<file path="src/design/binomial_coefficient_unit_core_macros.svh">
// Assertion macros for the binomial coefficient unit.
// Used by the top level; relies on clk_i and rst_ni in the including scope.
`ifndef BINOMIAL_COEFFICIENT_UNIT_CORE_MACROS_SVH
`define BINOMIAL_COEFFICIENT_UNIT_CORE_MACROS_SVH

// Same-cycle implication, checked out of reset
`define BCU_ASSERT_IMP(lbl, ante, cons) \
  lbl: assert property (@(posedge clk_i) disable iff (!rst_ni) (ante) |-> (cons)) \
    else $error("bcu assertion failed");

// Next-cycle implication, checked out of reset
`define BCU_ASSERT_NXT(lbl, ante, cons) \
  lbl: assert property (@(posedge clk_i) disable iff (!rst_ni) (ante) |=> (cons)) \
    else $error("bcu assertion failed");

`endif

</file>
<file path="src/design/bcu_pkg.sv">
// Shared types and constants for the binomial coefficient unit.
// No dependencies.
`default_nettype none
package bcu_pkg;

  localparam int unsigned FIELD_W   = 64;
  localparam int unsigned DEF_WIDTH = 64;

  typedef enum logic [3:0] {
    ST_IDLE, ST_CHECK, ST_LOOP, ST_DIVM_RUN, ST_DIVM_END, ST_DIVR_RUN,
    ST_DIVR_END, ST_MUL_GO, ST_MUL_RUN, ST_MUL_END, ST_DIVP_RUN,
    ST_DIVP_END, ST_OUT
  } state_e;

  typedef enum logic [3:0] {
    CMD_NOP, CMD_LOAD, CMD_SETUP, CMD_DIV_M, CMD_DIV_R, CMD_DIV_P, CMD_MUL,
    CMD_DIV_STEP, CMD_MUL_STEP, CMD_TAKE_M, CMD_TAKE_R, CMD_TAKE_P_NEXT,
    CMD_TAKE_Q_NEXT, CMD_FIN_ZERO, CMD_FIN_OVF, CMD_FIN_R
  } cmd_e;

  typedef struct packed {
    logic cnt_zero;  // iteration count exhausted
    logic rem_zero;  // remainder / product high half is zero
    logic k_gt_n;
    logic d_gt_k;
    logic early;     // division already done before the multiply
  } stat_t;

endpackage
`default_nettype wire

</file>
<file path="src/design/bcu_datapath.sv">
// Datapath: operand registers and a shared bit-serial divide/multiply unit.
// Depends on bcu_pkg.
`default_nettype none
module bcu_datapath #(
  parameter int unsigned WIDTH = bcu_pkg::DEF_WIDTH
) (
  input  wire logic                       clk_i,
  input  wire bcu_pkg::cmd_e              cmd_i,
  input  wire logic [bcu_pkg::FIELD_W-1:0] n_value_i,
  input  wire logic [bcu_pkg::FIELD_W-1:0] k_value_i,
  output bcu_pkg::stat_t                  stat_o,
  output logic [WIDTH-1:0]                coef_o,
  output logic                            ovf_o
);
  import bcu_pkg::*;

  localparam int unsigned CW = $clog2(WIDTH + 1);

  logic [WIDTH-1:0] n_q, k_q, r_q, m_q, d_q, quo_q, coef_q;
  logic [WIDTH:0]   rem_q;
  logic [CW-1:0]    cnt_q;
  logic             early_q, ovf_q;

  logic [WIDTH-1:0] m_next, nk;
  logic [WIDTH:0]   div_tmp, div_diff, mul_sum;
  logic             div_ge;

  // Falling factor and complement of k
  assign m_next = n_q - d_q + WIDTH'(1);
  assign nk     = n_q - k_q;

  // One restoring division step and one shift-add multiply step
  always_comb begin
    div_tmp  = {rem_q[WIDTH-1:0], quo_q[WIDTH-1]};
    div_ge   = (div_tmp >= {1'b0, d_q});
    div_diff = div_tmp - {1'b0, d_q};
    mul_sum  = {1'b0, rem_q[WIDTH-1:0]} + (quo_q[0] ? {1'b0, r_q} : '0);
  end

  // Execute controller commands
  always_ff @(posedge clk_i) begin
    unique case (cmd_i)
      CMD_LOAD: begin
        n_q <= n_value_i[WIDTH-1:0];
        k_q <= k_value_i[WIDTH-1:0];
      end
      CMD_SETUP: begin
        if (nk < k_q) k_q <= nk;
        r_q <= WIDTH'(1);
        d_q <= WIDTH'(1);
      end
      CMD_DIV_M: begin
        m_q     <= m_next;
        quo_q   <= m_next;
        rem_q   <= '0;
        cnt_q   <= CW'(WIDTH);
        early_q <= 1'b0;
      end
      CMD_DIV_R: begin
        quo_q <= r_q;
        rem_q <= '0;
        cnt_q <= CW'(WIDTH);
      end
      CMD_DIV_P: begin
        rem_q <= '0;
        cnt_q <= CW'(WIDTH);
      end
      CMD_MUL: begin
        quo_q <= m_q;
        rem_q <= '0;
        cnt_q <= CW'(WIDTH);
      end
      CMD_DIV_STEP: begin
        rem_q <= div_ge ? div_diff : div_tmp;
        quo_q <= {quo_q[WIDTH-2:0], div_ge};
        cnt_q <= cnt_q - CW'(1);
      end
      CMD_MUL_STEP: begin
        rem_q <= {1'b0, mul_sum[WIDTH:1]};
        quo_q <= {mul_sum[0], quo_q[WIDTH-1:1]};
        cnt_q <= cnt_q - CW'(1);
      end
      CMD_TAKE_M: begin
        m_q     <= quo_q;
        early_q <= 1'b1;
      end
      CMD_TAKE_R: begin
        r_q     <= quo_q;
        early_q <= 1'b1;
      end
      CMD_TAKE_P_NEXT, CMD_TAKE_Q_NEXT: begin
        r_q <= quo_q;
        d_q <= d_q + WIDTH'(1);
      end
      CMD_FIN_ZERO: begin
        coef_q <= '0;
        ovf_q  <= 1'b0;
      end
      CMD_FIN_OVF: begin
        coef_q <= '0;
        ovf_q  <= 1'b1;
      end
      CMD_FIN_R: begin
        coef_q <= r_q;
        ovf_q  <= 1'b0;
      end
      default: ;
    endcase
  end

  assign stat_o = '{cnt_zero: (cnt_q == '0), rem_zero: (rem_q == '0),
                    k_gt_n: (k_q > n_q), d_gt_k: (d_q > k_q), early: early_q};
  assign coef_o = coef_q;
  assign ovf_o  = ovf_q;
endmodule
`default_nettype wire

</file>
<file path="src/design/bcu_ctrl.sv">
// Controller state machine sequencing the datapath for one item.
// Depends on bcu_pkg.
`default_nettype none
module bcu_ctrl (
  input  wire logic           clk_i,
  input  wire logic           rst_ni,
  input  wire logic           in_valid_i,
  output logic                in_ready_o,
  output logic                out_valid_o,
  input  wire logic           out_ready_i,
  input  wire bcu_pkg::stat_t stat_i,
  output bcu_pkg::cmd_e       cmd_o
);
  import bcu_pkg::*;

  state_e state_q, state_d;

  // Hold state
  always_ff @(posedge clk_i or negedge rst_ni) begin
    if (!rst_ni) begin
      state_q <= ST_IDLE;
    end else begin
      state_q <= state_d;
    end
  end

  // Next state
  always_comb begin
    state_d = state_q;
    unique case (state_q)
      ST_IDLE:     if (in_valid_i) state_d = ST_CHECK;
      ST_CHECK:    state_d = stat_i.k_gt_n ? ST_OUT : ST_LOOP;
      ST_LOOP:     state_d = stat_i.d_gt_k ? ST_OUT : ST_DIVM_RUN;
      ST_DIVM_RUN: if (stat_i.cnt_zero) state_d = ST_DIVM_END;
      ST_DIVM_END: state_d = stat_i.rem_zero ? ST_MUL_GO : ST_DIVR_RUN;
      ST_DIVR_RUN: if (stat_i.cnt_zero) state_d = ST_DIVR_END;
      ST_DIVR_END: state_d = ST_MUL_GO;
      ST_MUL_GO:   state_d = ST_MUL_RUN;
      ST_MUL_RUN:  if (stat_i.cnt_zero) state_d = ST_MUL_END;
      ST_MUL_END: begin
        priority if (!stat_i.rem_zero) state_d = ST_OUT;
        else if (stat_i.early)         state_d = ST_LOOP;
        else                           state_d = ST_DIVP_RUN;
      end
      ST_DIVP_RUN: if (stat_i.cnt_zero) state_d = ST_DIVP_END;
      ST_DIVP_END: state_d = ST_LOOP;
      ST_OUT:      if (out_ready_i) state_d = ST_IDLE;
      default:     state_d = ST_IDLE;
    endcase
  end

  // Commands and handshake outputs
  always_comb begin
    cmd_o       = CMD_NOP;
    in_ready_o  = 1'b0;
    out_valid_o = 1'b0;
    unique case (state_q)
      ST_IDLE: begin
        in_ready_o = 1'b1;
        if (in_valid_i) cmd_o = CMD_LOAD;
      end
      ST_CHECK:    cmd_o = stat_i.k_gt_n ? CMD_FIN_ZERO : CMD_SETUP;
      ST_LOOP:     cmd_o = stat_i.d_gt_k ? CMD_FIN_R : CMD_DIV_M;
      ST_DIVM_RUN, ST_DIVR_RUN, ST_DIVP_RUN: begin
        if (!stat_i.cnt_zero) cmd_o = CMD_DIV_STEP;
      end
      ST_DIVM_END: cmd_o = stat_i.rem_zero ? CMD_TAKE_M : CMD_DIV_R;
      ST_DIVR_END: if (stat_i.rem_zero) cmd_o = CMD_TAKE_R;
      ST_MUL_GO:   cmd_o = CMD_MUL;
      ST_MUL_RUN:  if (!stat_i.cnt_zero) cmd_o = CMD_MUL_STEP;
      ST_MUL_END: begin
        priority if (!stat_i.rem_zero) cmd_o = CMD_FIN_OVF;
        else if (stat_i.early)         cmd_o = CMD_TAKE_P_NEXT;
        else                           cmd_o = CMD_DIV_P;
      end
      ST_DIVP_END: cmd_o = CMD_TAKE_Q_NEXT;
      ST_OUT:      out_valid_o = 1'b1;
      default: ;
    endcase
  end
endmodule
`default_nettype wire

</file>
<file path="src/design/binomial_coefficient_unit_core.sv">
// Top level of the binomial coefficient unit: controller plus datapath.
// Depends on bcu_pkg, bcu_ctrl, bcu_datapath and the assertion macro header.
//
// channel | signals                         | handshake
// input   | n_value_i, k_value_i            | in_valid_i / in_ready_o
// output  | coefficient_o, overflow_o       | out_valid_o / out_ready_i
//
// One item at a time. Each multiplicative step d runs, in order: a restoring
// division of m, a second one of r when that fails, a shift-add multiply and
// then, if neither division succeeded, a trailing division, all on the one
// shared unit. Steps run until completion or overflow.
// Reset (asynchronous, active low) returns the controller to idle.
// The result is held until taken; a new item is accepted after that.
`default_nettype none
`include "binomial_coefficient_unit_core_macros.svh"
module binomial_coefficient_unit_core #(
  parameter int unsigned WIDTH = bcu_pkg::DEF_WIDTH
) (
  input  wire logic                        clk_i,
  input  wire logic                        rst_ni,
  input  wire logic                        in_valid_i,
  output logic                             in_ready_o,
  input  wire logic [bcu_pkg::FIELD_W-1:0] n_value_i,
  input  wire logic [bcu_pkg::FIELD_W-1:0] k_value_i,
  output logic                             out_valid_o,
  input  wire logic                        out_ready_i,
  output logic [bcu_pkg::FIELD_W-1:0]      coefficient_o,
  output logic                             overflow_o
);
  import bcu_pkg::*;

  cmd_e             cmd;
  stat_t            stat;
  logic [WIDTH-1:0] coef;

  bcu_ctrl u_ctrl (
    .clk_i       (clk_i),
    .rst_ni      (rst_ni),
    .in_valid_i  (in_valid_i),
    .in_ready_o  (in_ready_o),
    .out_valid_o (out_valid_o),
    .out_ready_i (out_ready_i),
    .stat_i      (stat),
    .cmd_o       (cmd)
  );

  bcu_datapath #(.WIDTH(WIDTH)) u_dp (
    .clk_i     (clk_i),
    .cmd_i     (cmd),
    .n_value_i (n_value_i),
    .k_value_i (k_value_i),
    .stat_o    (stat),
    .coef_o    (coef),
    .ovf_o     (overflow_o)
  );

  // Zero-extend to the port width
  assign coefficient_o = FIELD_W'(coef);

  `BCU_ASSERT_IMP(a_ovf_zero, out_valid_o && overflow_o, coefficient_o == '0)
  `BCU_ASSERT_NXT(a_no_instant_result, in_valid_i && in_ready_o, !out_valid_o)
  `BCU_ASSERT_IMP(a_one_at_a_time, out_valid_o, !in_ready_o)
endmodule
`default_nettype wire

</file>
<file path="config.mk">
export PLATFORM = sky130hd
export DESIGN_NAME = binomial_coefficient_unit_core
export DESIGN_NICKNAME = d
export VERILOG_FILES = /design/src/design/bcu_pkg.sv /design/src/design/bcu_datapath.sv /design/src/design/bcu_ctrl.sv /design/src/design/binomial_coefficient_unit_core.sv
export VERILOG_INCLUDE_DIRS = /design/src /design/src/design
export SDC_FILE = /design/constraint.sdc
export NUM_CORES = 2
export LEC_CHECK = 0
export ABC_AREA = 1
export BUFFER_PORTS_ARGS = -buffer_cell sky130_fd_sc_hd__buf_2
export CELL_PAD_IN_SITES_DETAIL_PLACEMENT = 1
export CELL_PAD_IN_SITES_GLOBAL_PLACEMENT = 1
export CORE_MARGIN = 3
export CORE_UTILIZATION = 47
export CTS_CLUSTER_SIZE = 14
export DETAILED_ROUTE_END_ITERATION = 12
export PLACE_DENSITY = 0.9
export SLEW_MARGIN = 40
export SYNTH_ARGS = -nofsm -noshare
export SYNTH_HDL_FRONTEND = slang
export SYNTH_SLANG_ARGS = --single-unit
</file>
<file path="constraint.sdc">
create_clock -name clk_i -period 9.6 [get_ports clk_i]
set_input_delay 0.96 -clock clk_i [delete_from_list [all_inputs] [get_ports clk_i]]
set_output_delay 0.96 -clock clk_i [all_outputs]
set_load 0.005 [all_outputs]
</file>
Word-level counts from Yosys, hierarchy flattened
Cells that the tools add are included.
- magnitude comparators: 4
- mux-type cells: 37
- $add $sub $neg: 7
- equality and inequality tests: 34
- reductions and logical operators: 23
- operators with widths (cell ; count):
    case mux 64 bit (2 select lines) ; 5
    case mux 64 bit (5 select lines) ; 1
    case mux 65 bit (3 select lines) ; 1
    adder 64 x 1 -> 64 bit, second input constant ; 2
    greater-than comparator 64 bit ; 2
    2-to-1 mux 64 bit ; 2
    subtractor 64 bit ; 2
    2-to-1 mux 4 bit ; 17
    adder 64 x 65 -> 65 bit ; 1
    greater-or-equal comparator 65 x 64 -> 1 bit ; 1
    zero test 65 bit ; 1
    2-to-1 mux 65 bit ; 1
    subtractor 65 x 64 -> 65 bit ; 1
    < comparator 64 bit ; 1
    == test 4 bit, second input constant ; 13
    case mux 4 bit (13 select lines) ; 1
    case mux 4 bit (10 select lines) ; 1
    == test 4 x 3 -> 1 bit, second input constant ; 8
    == test 4 x 2 -> 1 bit, second input constant ; 4
    nonzero test 2 bit ; 8
    case mux 7 bit (2 select lines) ; 1
    inequality test 2 x 1 -> 1 bit, second input constant ; 5
    OR reduction 2 bit ; 5
    == test 4 x 1 -> 1 bit, second input constant ; 2
    14 further kinds ; 19
- output and inout bits: 67
- input port bits: 132
- bits in registers: 526
- word-level logic and storage cells: 117

Depth between registers and ports, before layout
- depth after elaboration: 6
- depth in mapped cells: 26
- depth with buffers taken out: 26

Cells and area by module
A second synthesis with hierarchy kept.
- cells, all modules: 7449
- area total of the unflattened synthesis: 49954.2 um^2
- modules (own cells, without submodules) (module ; instances ; seq. area each (um^2) ; area each (um^2) ; cells an instance):
    bcu_datapath ; 1 ; 15675.0 ; 49419.9 ; 7347
    bcu_ctrl ; 1 ; 100.1 ; 534.3 ; 102

Worst setup path after synthesis
OpenSTA, ideal clock, no wires.
- path kind: register to register
- start point: register u_dp.n_q[0]
- end point: register u_dp.k_q[0], enable pin
- period minus slack after synthesis: 8.046 ns
- path slack: 1.554 ns
- required time: 9.026 ns
- cell stages (with the launch flop): 27
- path buffers: 0
- arrival: 7.472 ns
- path through: edfxtp_1 > inv_1 > ha_1 > inv_1 > fa_1 > nand2_1 > nand2_1 > and2_1 > nand3_1 > nand3_1 > nand2_1 > nand2_1 > nand2_1 > nand2_1 > nand2_1 > nand2_1 > a21oi_1 > xnor2_1 > ha_1 > nand2_1 > o21a_1 > o221ai_1 > nand2_1 > o2111ai_1 > nand2_1 > nand3_1 > o21ai_0
- cells in the longest elaborated chain, start to end: 6
- elaborated cells between the ends (all ways): 10
- RTL lines (element ; line ; text):
    from (decl) ; bcu_datapath.sv:19 ; logic [WIDTH-1:0] n_q, k_q, r_q, m_q, d_q, quo_q, coef_q;
    from (signal assigned) ; bcu_datapath.sv:44 ; n_q <= n_value_i[WIDTH-1:0];
    parallel branches: the longest is 5 deep, another holds subtractor 64 bit ; n/a ;
    AND reduction 2 bit (no line) (*) ; n/a ;
    to (signal assigned) ; bcu_datapath.sv:45 ; k_q <= k_value_i[WIDTH-1:0];
    to (signal assigned) ; bcu_datapath.sv:48 ; if (nk < k_q) k_q <= nk;
    to (decl) ; bcu_datapath.sv:19 ;
Every way passes the cells marked *.
A chain may end at the register's enable or synchronous reset.

Final worst setup path
- start point: register u_dp.d_q[60]
- end point: register u_dp.d_q[59], enable pin
- cells in the longest elaborated chain, start to end: 6
- elaborated cells between the ends (all ways): 8
- RTL lines (element ; line ; text):
    from (decl) ; bcu_datapath.sv:19 ;
    from (signal assigned) ; bcu_datapath.sv:93 ; d_q <= d_q + WIDTH'(1);
    greater-than comparator 64 bit (*) ; bcu_datapath.sv:112 ; k_gt_n: (k_q > n_q), d_gt_k: (d_q > k_q), early: early_q};
    2-to-1 mux 4 bit (*) ; bcu_ctrl.sv:63 ; ST_LOOP: cmd_o = stat_i.d_gt_k ? CMD_FIN_R : CMD_DIV_M;
    case mux 4 bit (10 select lines) (*) ; bcu_ctrl.sv:57 ; unique case (state_q)
    == test 4 bit ; bcu_datapath.sv:42 ; unique case (cmd_i)
    OR reduction 2 bit ; bcu_datapath.sv:42 ;
    nonzero test 2 bit (no line) (*) ; n/a ;
Every way passes the cells marked *; elsewhere a longest branch is shown, timed or not.

==> results by group <==
Synth
  • Syn avg cell area: 7.28 um^2
  • Netlist Area Pre-Place: 46600 um^2
  • Post-Synthesis Cells: 6399
  • Asr flop ratio synth: 0.760%
  • XOR/XNOR share of the synthesized area: 4.06%
  • Syn Nets: 6982
  • Post-synthesis cell type count: 59
  • Simple-gate share of the synthesized area: 27.4%
  • Compound-cell area share of the yosys netlist: 13.1%
  • Multiplexer share of the synthesized area: 0.172%
  • Post-synth EDFFs: 522
  • Sequential area share after synthesis: 33.9%
  • #FFs+latches synth: 526
  • Synth warnings: 0
  • Largest family of logic cells by synthesized area: simple AND/OR/NAND/NOR gates
  • Synth Area in Adders: 12.2%
  • Top_reg_cell synth: edfxtp_1

STA
  • TNS Setup: 0 ns
  • Max-slew headroom at the worst pin: 32.5%
  • Final Max Tran Viols: 0
  • Worst Tran Pin Value: 1.01 ns
  • Fmax: 157 MHz
  • Clock skew: 0.0764 ns
  • Fin crit period: 6.37 ns
  • RSZ-0062 raised after global routing: no
  • Setup WS post-layout: 3.23 ns
  • Fin crit share: 66.3%
  • Final hold violations: 0
  • Setup-failing EPs final: 0

Clock network
  • TritonCTS buffer count: 61
  • Clk root buf: clkbuf_16
  • Worst-path clk slew: 0.06 ns
  • Clock sinks: 526
  • H-tree levels: 2
  • Clk buf depth: 3
  • Hold buffers post-CTS: 0
  • Worst-Skew Late Latency: 0.75 ns
  • TritonCTS clock tree: done
  • Setup Fix Bufs, Post-CTS: 0
  • Post-CTS sizing: 0

Pwr
  • Sw Pwr: 13.0 mW
  • Power share of the sequential group: 21.9%
  • Comb power frac: 66.7%
  • Max IR drop VDD: 0.267 mV
  • Clk pwr share: 11.4%
  • Total power: 22.8 mW
  • Pint: 9.75 mW
  • Leakage Power: 23.7 nW
  • Sw Share: 57.1%
  • PwrDens: 445 nW/um^2

Global route
  • GRT Overall Usage: 43.0%
  • Largest net degree at the start of global routing: 97
  • Vias in the first global route: 49900
  • Total grt overflow: 0
  • First-pass GRT wire length: 329000 um
  • Initial antenna violation count: 10

Final layout
  • Syn-to-layout area delta: 9.91%
  • Commonest non-fill, non-tap cells in the layout: 1545 x nand2_1, 961 x inv_1, 763 x nor2_1
  • # nets final: 7162
  • Finished Layout Cells: 7912
  • Most common cell after layout, fill and taps aside: nand2_1
  • Share of cells above drive strength 1: 6.71%
  • Post-route cell area: 51200 um^2

Critical path
  • Crit path DAT: 6.78 ns
  • Cells on worst reg2reg path: 18
  • Crit path max-delay family: simple AND/OR/NAND/NOR gates
  • Critical Path Start Type: flop
  • CP required: 10.01 ns
  • Crit path kind: reg -> reg
  • FF-to-FF End: u_dp.d_q[59]
  • R2r setup slk: 3.23 ns
  • Worst-path cell chain: ha_1 -> nand2_1 -> nor2_1 -> nand2_1 -> nor3_1 -> nand2_1 -> nor2_1 -> nand4_1 -> nand3_2 -> buf_4 -> nand3_1 -> nand3_4 -> nand2_2 -> inv_4 -> buf_4 -> nand2_2 -> buf_4 -> buf_12
  • Worst reg2reg startpoint: u_dp.d_q[60]
  • Buf+Inv Stages, Crit Path: 5
  • Worst Setup End Kind: flop
  • Worst-path maximum fanout: 66
  • Critical Path Stages: 18
  • Worst path slowest cell: nand4_1
  • Critical Path Max Stage Delay: 0.74 ns

Detailed routing
  • ANT nets after route: 0
  • WL final: 227000 um
  • DR pass1 iterations: 7
  • Drt via density: 6.24
  • DRC Markers: 0
  • Wire per inst: 28.7 um
  • Starting DRT DRC Count: 5772
  • Total number of vias: 49400

Floorplanning
  • Die Ht: 321 um
  • Number of top-level pins: 199
  • Site Rows: 114
  • Full die area: 103000 um^2
  • Core box area: 97400 um^2
  • Die Span X: 321 um
  • Starting Density: 47.8%

Min path
  • Type of the most critical hold path: in -> async

Place
  • Port-buffer cells: 198
  • Gpl congestion: 1.06
  • Placed cell area: 49000 um^2
  • Post-DP HPWL: 183000 um
  • Cells after DPL: 7791
  • Worst slack, placed: 3.46 ns

Job
  • Max Cap Viol: 0

Run status
  • Status: complete, no violations
==> per-layer routing <==
layer	part of all wire, %	up-vias	global-route usage (%)
met2	44	2871	68.1
met3	10	704	8.83
met5	0.020	-	0
met1	39	24000	54.9
li1	-	21800	-
met4	6.9	8	23.8
==> power by group through the flow <==
stage / logic, mW / clock network [mW] / registers [mW]
after CTS: 14.6 / 2.58 / 4.91
after floorplan: 9.02 / 0 / 4.56
after global routing: 16.2 / 2.67 / 5.00
final: 15.2 / 2.59 / 4.99
after global placement: 13.8 / 0 / 4.86
after detailed placement: 14.3 / 0 / 4.92
==> worst reg2reg max path, stage by stage (launching register included) <==
cell and delay [ns]:
edfxtp_1 0.51, ha_1 0.34, nand2_1 0.05, nor2_1 0.14, nand2_1 0.12, nor3_1 0.33
nand2_1 0.15, nor2_1 0.45, nand4_1 0.74, nand3_2 0.29, buf_4 0.67, nand3_1 0.37
nand3_4 0.30, nand2_2 0.13, inv_4 0.33, buf_4 0.46, nand2_2 0.11, buf_4 0.25
buf_12 0.26
==> synthesized netlist by cell type (9+ instances only) <==
cell / count / area (um^2)
nand3_1: 426 / 2130
o21bai_1: 46 / 345
o21a_1: 23 / 173
buf_2: 22 / 110
a221oi_1: 69 / 604
nand2_1: 1551 / 5820
edfxtp_1: 522 / 15700
nand4_1: 73 / 457
buf_1: 16 / 60.1
buf_6: 18 / 203
ha_1: 447 / 5590
a21boi_0: 16 / 120
a21oi_1: 419 / 2100
xor2_1: 154 / 1350
nor4_1: 43 / 269
a31oi_1: 32 / 200
xnor2_1: 62 / 543
inv_1: 964 / 3620
or2_2: 45 / 282
clkbuf_1: 58 / 218
inv_2: 11 / 41.3
a21o_1: 48 / 360
o211ai_1: 15 / 113
nor3_1: 72 / 360
nand2_2: 9 / 56.3
o21ai_0: 328 / 1640
o22ai_1: 31 / 194
nor2_1: 764 / 2870
nand3b_1: 25 / 188
==> cells by family after synthesis <==
group	after synthesis
AOI/OAI and AO/OA	1059
xor gates and xnor gates	216
adders and majority gates	451
buffers and inverters	1092
DFF	526
muxes	8
and+or+nand+nor	3047
==> flip-flops by register name (all words and copies together) (netlist names) <==
| name | flops |
|---|---|
| u_dp.k_q | 64 |
| u_dp.early_q | 1 |
| u_ctrl.state_q | 4 |
| u_dp.quo_q | 64 |
| u_dp.cnt_q | 7 |
| u_dp.ovf_o | 1 |
| u_dp.d_q | 64 |
| u_dp.n_q | 64 |
| u_dp.r_q | 64 |
| u_dp.m_q | 64 |
| u_dp.coef_o | 64 |
| u_dp.rem_q | 65 |
==> through the flow <==
stage	util (%)	hold WS, ns
2_1_floorplan	-	0.507
4_1_cts	52.4	0.000197
6_report	52.5	0.0234
3_3_place_gp	50.1	0.509
5_1_grt	52.5	0.0229
3_5_place_dp	50.3	0.531
==> worst max-delay path by stage <==
stage | startpoint | end | slack [ns]
6_report | u_dp.d_q[60] | u_dp.d_q[59] | 3.23
3_3_place_gp | u_dp.d_q[61] | u_dp.d_q[61] | 3.51
4_1_cts | u_dp.d_q[61] | u_dp.d_q[54] | 3.41
3_5_place_dp | u_dp.d_q[61] | u_dp.d_q[61] | 3.46
5_1_grt | u_dp.d_q[61] | u_dp.d_q[54] | 3.18
2_1_floorplan | u_dp.n_q[0] | u_dp.k_q[0] | 1.55
==> layout make-up <==
cell class,instances,area (um^2)
clock inverter,44,576
timing repair buffer,233,1330
multi-input combinational,4781,26700
inverter,976,3670
antenna,8,20.0
sequential,526,15800
clock buffer,68,1550
fill,12500,46200
tap,1276,1600
No activity file was read; power rests on OpenSTA's default activity.
